## src/rtl/uart_edge_timed_receiver_macros.svh

```systemverilog
// assertion macros shared by the receiver rtl
`ifndef UART_EDGE_TIMED_RECEIVER_MACROS_SVH
`define UART_EDGE_TIMED_RECEIVER_MACROS_SVH

// same-cycle implication, disabled during reset
`define UETR_ASSERT_NOW(label, clk, rst, ante, cons) \
   label: assert property (@(posedge clk) disable iff (rst) (ante) |-> (cons)) \
      else $error("uart receiver check failed");

// next-cycle implication, disabled during reset
`define UETR_ASSERT_NEXT(label, clk, rst, ante, cons) \
   label: assert property (@(posedge clk) disable iff (rst) (ante) |=> (cons)) \
      else $error("uart receiver sequence check failed");

`endif

```

## src/rtl/uetr_pkg.sv

```systemverilog
// shared types, constants and helpers of the edge timed uart receiver
package uetr_pkg;

   localparam int TICKS_W  = 32;
   localparam int PERIOD_W = 24;
   localparam int WIN_W    = 14;
   localparam int CNT_W    = 4;
   localparam int ADDR_W   = 4;
   localparam int DATA_W   = 32;

   localparam logic [CNT_W-1:0]    FRAME_BASE        = 4'd11;
   localparam logic [PERIOD_W-1:0] BIT_PERIOD_RESET  = 24'd104166;

   typedef enum logic [1:0] {
      REG_BIT_PERIOD    = 2'd0,
      REG_PARITY_ENABLE = 2'd1,
      REG_TWO_STOP_BITS = 2'd2,
      REG_INVERT_LINE   = 2'd3
   } reg_index_type;

   typedef struct packed {
      logic parity_enable;
      logic two_stop_bits;
   } fmt_type;

   typedef struct packed {
      logic shift;
      logic load_held;
      logic held_value;
   } win_ctrl_type;

   typedef struct packed {
      logic       hit;
      logic [7:0] data;
   } win_status_type;

   // frame size: start, 8 data, optional parity, one or two stop bits, plus as many leading stop bits
   function automatic logic [CNT_W-1:0] frame_size(fmt_type fmt);
      frame_size = FRAME_BASE + {2'b00, fmt.two_stop_bits, 1'b0}
                   + {3'b000, fmt.parity_enable};
   endfunction

endpackage

```

## src/rtl/uetr_quot.sv

```systemverilog
// shared subtract and compare unit that counts rounded bit periods
module uetr_quot (
   input  logic                           clock,
   input  logic                           load,
   input  logic                           step,
   input  logic [uetr_pkg::TICKS_W-1:0]   elapsed,
   input  logic [uetr_pkg::PERIOD_W-1:0]  period,
   output logic                           more
);

   localparam int REM_W = uetr_pkg::TICKS_W + 1;

   logic [REM_W-1:0]              rem_ff;
   logic [REM_W-1:0]              rem_in;
   logic [uetr_pkg::PERIOD_W-1:0] half;
   logic [REM_W-1:0]              period_ext;

   assign half       = {1'b0, period[uetr_pkg::PERIOD_W-1:1]};
   assign period_ext = REM_W'(period);
   assign more       = (rem_ff >= period_ext);

   always_comb begin
      rem_in = rem_ff;
      if (load) begin
         rem_in = {1'b0, elapsed} + REM_W'(half);
      end else if (step) begin
         rem_in = rem_ff - period_ext;
      end
   end

   always_ff @(posedge clock) begin
      rem_ff <= rem_in;
   end

endmodule

```

## src/rtl/uetr_window.sv

```systemverilog
// frame window shifter with frame, parity and cut logic
module uetr_window (
   input  logic                     clock,
   input  logic                     reset,
   input  uetr_pkg::win_ctrl_type   ctrl,
   input  uetr_pkg::fmt_type        fmt,
   output uetr_pkg::win_status_type status
);

   localparam int WIN_W = uetr_pkg::WIN_W;
   localparam int CNT_W = uetr_pkg::CNT_W;

   logic [WIN_W-1:0] window_ff, window_in;
   logic             held_ff, held_in;
   logic [WIN_W-1:0] shifted, stop_m, sel_m, cut;
   logic [CNT_W-1:0] top_idx, par_idx, cut_amt;
   logic [7:0]       data;
   logic             frame_ok, par_ok;

   always_comb begin
      top_idx  = uetr_pkg::frame_size(fmt) - 4'd1;
      par_idx  = top_idx - 4'd1 - {3'b000, fmt.two_stop_bits};
      cut_amt  = top_idx - {3'b000, fmt.two_stop_bits};
      shifted  = {1'b0, window_ff[WIN_W-1:1]}
                 | (held_ff ? (WIN_W'(1) << top_idx) : '0);
      stop_m   = WIN_W'(1) | (WIN_W'(1) << top_idx);
      if (fmt.two_stop_bits) begin
         stop_m = stop_m | WIN_W'(2) | (WIN_W'(1) << (top_idx - 4'd1));
         sel_m  = stop_m | WIN_W'(4);
         data   = shifted[10:3];
      end else begin
         sel_m  = stop_m | WIN_W'(2);
         data   = shifted[9:2];
      end
      frame_ok = ((shifted & sel_m) == stop_m);
      par_ok   = !fmt.parity_enable || ((^data) == shifted[par_idx]);
      cut      = shifted >> cut_amt;
      status.hit  = frame_ok && par_ok;
      status.data = data;
   end

   always_comb begin
      window_in = window_ff;
      held_in   = held_ff;
      if (ctrl.shift) begin
         window_in = status.hit ? cut : shifted;
      end
      if (ctrl.load_held) begin
         held_in = ctrl.held_value;
      end
   end

   always_ff @(posedge clock) begin
      if (reset) begin
         window_ff <= '0;
         held_ff   <= 1'b1;
      end else begin
         window_ff <= window_in;
         held_ff   <= held_in;
      end
   end

endmodule

```

## src/rtl/uart_edge_timed_receiver.sv

```systemverilog
// top level of the edge timed 8-bit uart receiver with register port and sequencer
// after an edge is taken the block runs one subtract-and-shift step per cycle, n steps in all,
//   n = rounded bit count capped at the frame size (11 to 14), then emits its bytes
// a new edge is taken only once the steps are done and every byte of the last edge is out;
//   the single subtractor in uetr_quot sets the step count, req_ready is low meanwhile
// reset: synchronous, registers return to defaults, window clears, held level goes high
`include "uart_edge_timed_receiver_macros.svh"

module uart_edge_timed_receiver (
   input  logic                           clock,
   input  logic                           reset,
   // edge event channel
   input  logic                           req_valid,
   output logic                           req_ready,
   input  logic [uetr_pkg::TICKS_W-1:0]   req_elapsed_ticks,
   input  logic                           req_line_level,
   // received byte channel
   output logic                           rsp_valid,
   input  logic                           rsp_ready,
   output logic [7:0]                     rsp_data_byte,
   output logic                           rsp_last,
   // register port
   input  logic                           csr_psel,
   input  logic                           csr_penable,
   input  logic                           csr_pwrite,
   input  logic [uetr_pkg::ADDR_W-1:0]    csr_paddr,
   input  logic [uetr_pkg::DATA_W-1:0]    csr_pwdata,
   output logic [uetr_pkg::DATA_W-1:0]    csr_prdata,
   output logic                           csr_pready
);

   localparam int CNT_W    = uetr_pkg::CNT_W;
   localparam int PERIOD_W = uetr_pkg::PERIOD_W;

   typedef enum logic [1:0] {
      ST_IDLE,
      ST_RUN,
      ST_EMIT
   } state_type;

   // ---------------- configuration registers ----------------
   logic [PERIOD_W-1:0]     bit_period_ff;
   logic                    parity_enable_ff;
   logic                    two_stop_bits_ff;
   logic                    invert_line_ff;
   logic                    csr_write;
   uetr_pkg::reg_index_type csr_index;

   assign csr_pready = 1'b1;
   assign csr_write  = csr_psel && csr_penable && csr_pwrite && csr_pready;
   assign csr_index  = uetr_pkg::reg_index_type'(csr_paddr[3:2]);

   always_ff @(posedge clock) begin
      if (reset) begin
         bit_period_ff    <= uetr_pkg::BIT_PERIOD_RESET;
         parity_enable_ff <= 1'b0;
         two_stop_bits_ff <= 1'b0;
         invert_line_ff   <= 1'b0;
      end else if (csr_write) begin
         case (csr_index)
            uetr_pkg::REG_BIT_PERIOD:    bit_period_ff    <= csr_pwdata[PERIOD_W-1:0];
            uetr_pkg::REG_PARITY_ENABLE: parity_enable_ff <= csr_pwdata[0];
            uetr_pkg::REG_TWO_STOP_BITS: two_stop_bits_ff <= csr_pwdata[0];
            uetr_pkg::REG_INVERT_LINE:   invert_line_ff   <= csr_pwdata[0];
            default: ;
         endcase
      end
   end

   // register readback
   always_comb begin
      case (csr_index)
         uetr_pkg::REG_BIT_PERIOD:    csr_prdata = 32'(bit_period_ff);
         uetr_pkg::REG_PARITY_ENABLE: csr_prdata = 32'(parity_enable_ff);
         uetr_pkg::REG_TWO_STOP_BITS: csr_prdata = 32'(two_stop_bits_ff);
         uetr_pkg::REG_INVERT_LINE:   csr_prdata = 32'(invert_line_ff);
         default:                     csr_prdata = '0;
      endcase
   end

   // ---------------- datapath ----------------
   uetr_pkg::fmt_type        fmt;
   uetr_pkg::win_ctrl_type   win_ctrl;
   uetr_pkg::win_status_type win_status;
   logic [PERIOD_W-1:0]      period_eff;
   logic [CNT_W-1:0]         fsize;
   logic                     more;
   logic                     step;
   logic                     req_beat, rsp_beat;

   assign fmt.parity_enable = parity_enable_ff;
   assign fmt.two_stop_bits = two_stop_bits_ff;
   assign fsize             = uetr_pkg::frame_size(fmt);
   // a zero period behaves as one tick per bit
   assign period_eff = (bit_period_ff == '0) ? PERIOD_W'(1) : bit_period_ff;

   // ---------------- sequencer ----------------
   state_type        state_ff;
   logic [CNT_W-1:0] count_ff;      // shifts done for this edge
   logic [1:0]       nbytes_ff;     // bytes collected for this edge
   logic             out_idx_ff;    // byte being offered
   logic             level_ff;      // new held level, applied after the shifts
   logic [7:0]       byte_ff [2];

   assign req_ready = (state_ff == ST_IDLE);
   assign req_beat  = req_valid && req_ready;
   assign rsp_valid = (state_ff == ST_EMIT);
   assign rsp_beat  = rsp_valid && rsp_ready;

   // one subtract and one shift per cycle until the remainder runs out or the frame is full
   assign step = (state_ff == ST_RUN) && more && (count_ff < fsize);

   assign win_ctrl.shift      = step;
   assign win_ctrl.load_held  = (state_ff == ST_RUN) && !step;
   assign win_ctrl.held_value = level_ff;

   assign rsp_data_byte = byte_ff[out_idx_ff];
   assign rsp_last      = out_idx_ff || (nbytes_ff == 2'd1);

   uetr_quot u_quot (
      .clock   (clock),
      .load    (req_beat),
      .step    (step),
      .elapsed (req_elapsed_ticks),
      .period  (period_eff),
      .more    (more)
   );

   uetr_window u_window (
      .clock  (clock),
      .reset  (reset),
      .ctrl   (win_ctrl),
      .fmt    (fmt),
      .status (win_status)
   );

   always_ff @(posedge clock) begin
      if (reset) begin
         state_ff   <= ST_IDLE;
         count_ff   <= '0;
         nbytes_ff  <= '0;
         out_idx_ff <= 1'b0;
         level_ff   <= 1'b1;
      end else begin
         case (state_ff)
            ST_IDLE: begin
               if (req_beat) begin
                  state_ff   <= ST_RUN;
                  count_ff   <= '0;
                  nbytes_ff  <= '0;
                  out_idx_ff <= 1'b0;
                  level_ff   <= req_line_level ^ invert_line_ff;
               end
            end
            ST_RUN: begin
               if (step) begin
                  count_ff <= count_ff + 4'd1;
                  // at most two frames fit in one edge, extras would be dropped
                  if (win_status.hit && (nbytes_ff != 2'd2)) begin
                     nbytes_ff <= nbytes_ff + 2'd1;
                  end
               end else if (nbytes_ff == 2'd0) begin
                  state_ff <= ST_IDLE;
               end else begin
                  state_ff <= ST_EMIT;
               end
            end
            ST_EMIT: begin
               if (rsp_beat) begin
                  if (rsp_last) begin
                     state_ff <= ST_IDLE;
                  end else begin
                     out_idx_ff <= 1'b1;
                  end
               end
            end
            default: state_ff <= ST_IDLE;
         endcase
      end
   end

   // byte store, no reset needed
   always_ff @(posedge clock) begin
      if (step && win_status.hit && (nbytes_ff != 2'd2)) begin
         byte_ff[nbytes_ff[0]] <= win_status.data;
      end
   end

   // ---------------- checks ----------------
   `UETR_ASSERT_NOW(a_emit_has_byte, clock, reset, rsp_valid,
      (nbytes_ff != 2'd0) && ({1'b0, out_idx_ff} < nbytes_ff))
   `UETR_ASSERT_NOW(a_count_capped, clock, reset, state_ff == ST_RUN, count_ff <= fsize)
   `UETR_ASSERT_NEXT(a_accept_runs, clock, reset, req_beat, state_ff == ST_RUN)
   `UETR_ASSERT_NEXT(a_last_frees, clock, reset, rsp_beat && rsp_last, req_ready)

endmodule
```

## config.mk

```make
export PLATFORM = sky130hd
export DESIGN_NAME = uart_edge_timed_receiver
export DESIGN_NICKNAME = d
export VERILOG_FILES = /design/src/rtl/uetr_pkg.sv /design/src/rtl/uetr_quot.sv /design/src/rtl/uetr_window.sv /design/src/rtl/uart_edge_timed_receiver.sv
export VERILOG_INCLUDE_DIRS = /design/src /design/src/rtl
export SDC_FILE = /design/constraint.sdc
export NUM_CORES = 1
export LEC_CHECK = 0
export ABC_AREA = 1
export BUFFER_PORTS_ARGS = -buffer_cell sky130_fd_sc_hd__buf_2
export CAP_MARGIN = 25
export CORE_ASPECT_RATIO = 2
export CORE_MARGIN = 4
export CORE_UTILIZATION = 40
export CTS_BUF_LIST = sky130_fd_sc_hd__clkbuf_8
export DETAILED_ROUTE_END_ITERATION = 7
export SLEW_MARGIN = 20
export SYNTH_ARGS = -nofsm -noshare
export SYNTH_HDL_FRONTEND = slang
export SYNTH_HIERARCHICAL = 1
export SYNTH_SLANG_ARGS = --single-unit
```

## constraint.sdc

```tcl
create_clock -name clock -period 7.6 [get_ports clock]
set_input_delay 1.52 -clock clock [delete_from_list [all_inputs] [get_ports clock]]
set_output_delay 1.52 -clock clock [all_outputs]
set_load 0.02 [all_outputs]
```

==> results.md <==
* Outcome: completed
* Initial Utilization at 40.6%
* Yosys top cell area share at roughly 20%
* Clock latency on the worst-skew pair at between 400 and 500 ps
* Yosys reg bits at slightly above 100
* TritonRoute pass-1 iters at 7
* Placed cell area at 10300 sq um
* Post-Synthesis Cells at 1578
* Vias in the first global route at 9627
* Worst EP arrival at approximately 4300 ps
* Unrepaired setup endpoints after global routing: no
* Routability-driven placement congestion ratio at 0.980
* Vias at a little under 10000
* Post-synth EDFFs at just under 50
* Skew final at ~29 ps
* Clock network fraction of design power at between 10% and 20%
* Nets at 1779
* Async S/R FF share, synth at 0%
* Total grt overflow at 0
* Switching pwr at 1150 uW
* Largest cells by area after synthesis: nand2_1 20%, edfxtp_1 15%, inv_1 12%, dfxtp_1 11%, ha_1 8.0%
* Top post-synthesis cells by count: 523 x nand2_1, 301 x inv_1, 112 x nor2_1
* Final Cycle Share at between 50 and 60%
* Antenna violations before repair at 0
* DRT antenna net count at 0
* Final TNS setup at 0 ps
* Row cnt at 80
* WS Path Type: flop to flop
* Worst vdd rail ir drop at about 0.00017 V
* GRT Resource Usage Total at between 20% and 30%
* Switching share of power at 47.2%
* Crit path max fanout at 33
* Most common cell in the netlist: nand2_1
* Synthesized area at between 9000 and 10000 sq um
* WL final at between 30000 and 40000 um
* Post-DR wirelength/cell at 16.0 um
* Average instance area after synthesis at 6.16 sq um
* Core area at around 24000 sq um
* Required @ worst endpoint at about 7600 ps
* CTS tree: built
* Netlist cell types at 49
* Area grow syn2layout at 8.00%
* Seq pwr share at 32.1%
* N_diodes at 0
* Most used DFF post-synth: dfxtp_1
* DRC viols at 0
* Die footprint at 27000 sq um
* Tot Pwr at around 2400 uW
* CTS Root Cell: clkbuf_8
* CTS Buf Count at 9
* Max Cap Viol at 0
* Actual slew at the worst max-slew pin at approximately 1000 ps
* First-pass GRT wire length at roughly 48000 um
* Layout cell share with drive strength beyond 1 at between 10% and 20%
* Synth Warn # at 6
* Final slew viol count at 0
* Clk slew on worst S/H paths at roughly 110 ps
* Clk sinks at 101
* Internal power at 1290 uW
* Die height at 228 um
* Largest net degree at the start of global routing at 40
* Die Wd at 118 um
* Postcts setup bufs at 0
* Final Setup Violations at 0
* HPWL after DPL at 26000 um
* FMAX at 0.235 GHz
* H-tree depth at 3
* Comb pwr share at between 50% and 60%
* Pleak at ~0.0056 uW
* Post-cts resize count at 0
* Final Critical Period at between 4000 and 5000 ps
* Worst Hold Class: flop to flop
* PortBufs at 100
* CP endpoint kind: flop
* Hold Buf Count CTS at 0
* CTS Buffer Depth at 2
* Pwr dens at 233 nW/um^2
* I/O Pins at 120
* Sequential area share after synthesis at approximately 26%
* Design Area, Final at roughly 10000 sq um
* Slew HR at a little under a third
* Fill count at roughly 2600
* DR iter-0 viols at about 420
* Post-synth top area cell: nand2_1
* Critical Path Source Type: flop
* DR vias/cell at 5.06
* Final hold vios at 0
==> cells in the final DEF (no fill, tap or decap), types with 7 or more instances in the layout <==
| cell | count |
|---|---|
| nand2_1 | 523 |
| inv_1 | 301 |
| nor2_1 | 112 |
| nand3_1 | 106 |
| buf_2 | 100 |
| a21oi_1 | 75 |
| ha_1 | 62 |
| dfxtp_1 | 52 |
| edfxtp_1 | 49 |
| o21ai_0 | 45 |
| nand2_2 | 20 |
| nor3_1 | 18 |
| nand3_2 | 16 |
| o21ai_1 | 15 |
| nand4_1 | 14 |
| a21oi_2 | 13 |
| o211ai_1 | 12 |
| nor2_2 | 10 |
| conb_1 | 9 |
| clkbuf_8 | 9 |
| mux2_2 | 8 |
| nand3b_1 | 8 |
| xor2_1 | 7 |
==> power groups by stage <==
stage,registers [uW],clock network [uW],logic [uW]
finish,784,382,1280
global route,796,411,1460
detailed placement,796,0,1270
floorplan,771,0,967
CTS,784,390,1270
global placement,793,0,1260
==> metrics by stage <==
stage | setup slack [ps] | std cells | hold slack, ps | util (%)
3_5_place_dp | 3230 | 1915 | 457 | 43.0
5_1_grt | 3080 | 1931 | 513 | 43.9
3_3_place_gp | 3260 | 1915 | 457 | 43.0
4_1_cts | 3200 | 1931 | 473 | 43.9
2_1_floorplan | 3920 | 1585 | 432 | -
6_report | 3340 | 1931 | 476 | 43.9
==> cell families after synthesis <==
kind of cell	count (synthesis)	synth area share (%)
DFF	101	25.9
adders and majority gates	64	8.39
other	2	0.0773
and+or+nand+nor	853	38.5
muxes	8	0.927
buffers and inverters	370	15.5
AOI/OAI and AO/OA	170	9.81
xor gates and xnor gates	10	0.901
==> sequential cells by signal, summed over array words and instances (netlist names), 2 cells and up, named ones only <==
| name | flops |
|---|---|
| count_ff | 4 |
| u_quot/rem_ff | 33 |
| byte_ff | 16 |
| state_ff | 2 |
| nbytes_ff | 2 |
| bit_period_ff | 24 |
| u_window/window_ff | 13 |
==> final cells by class <==
type                    count  area (sq um)  area share [%]
clock inverters             7          81.3           0.775
flip-flops and latches    101          2510            23.9
multi-input cells        1114          5720            54.5
repair buffers            103           523            4.98
clock buffers               9           124            1.18
well taps                 287           359            3.42
inverters                 310          1170            11.2
==> critical path, stage by stage, from the launching register on <==
cell and delay, ps:
dfxtp_1 430, nor4_1 480, nand4_1 150, nand2_1 140, ha_1 170, nand4_1 200
nand3b_1 230, o2111ai_1 430, nand2_1 230, nor2_8 150, nand2_4 120, inv_2 340
or2_2 780
==> path summary, 6_finish.rpt <==
check,from,to,slack (ps),depth (start not counted)
worst max register to register,bit_period_ff[23],u_quot/rem_ff[7],3340,12
worst min-delay path,u_window/window_ff[10],u_window/window_ff[10],480,2
worst max-delay path,bit_period_ff[23],u_quot/rem_ff[7],3340,12
worst min register to register,u_window/window_ff[10],u_window/window_ff[10],480,2
==> per-layer routing <==
layer,up-vias,track usage [%],wire length [um]
li1,5023,-,-
met1,4411,21.3,10600
met2,247,45.4,17200
met3,94,2.65,940
met4,0,15.0,2100
met5,-,0,0
No activity file was read; power rests on OpenSTA's default activity.
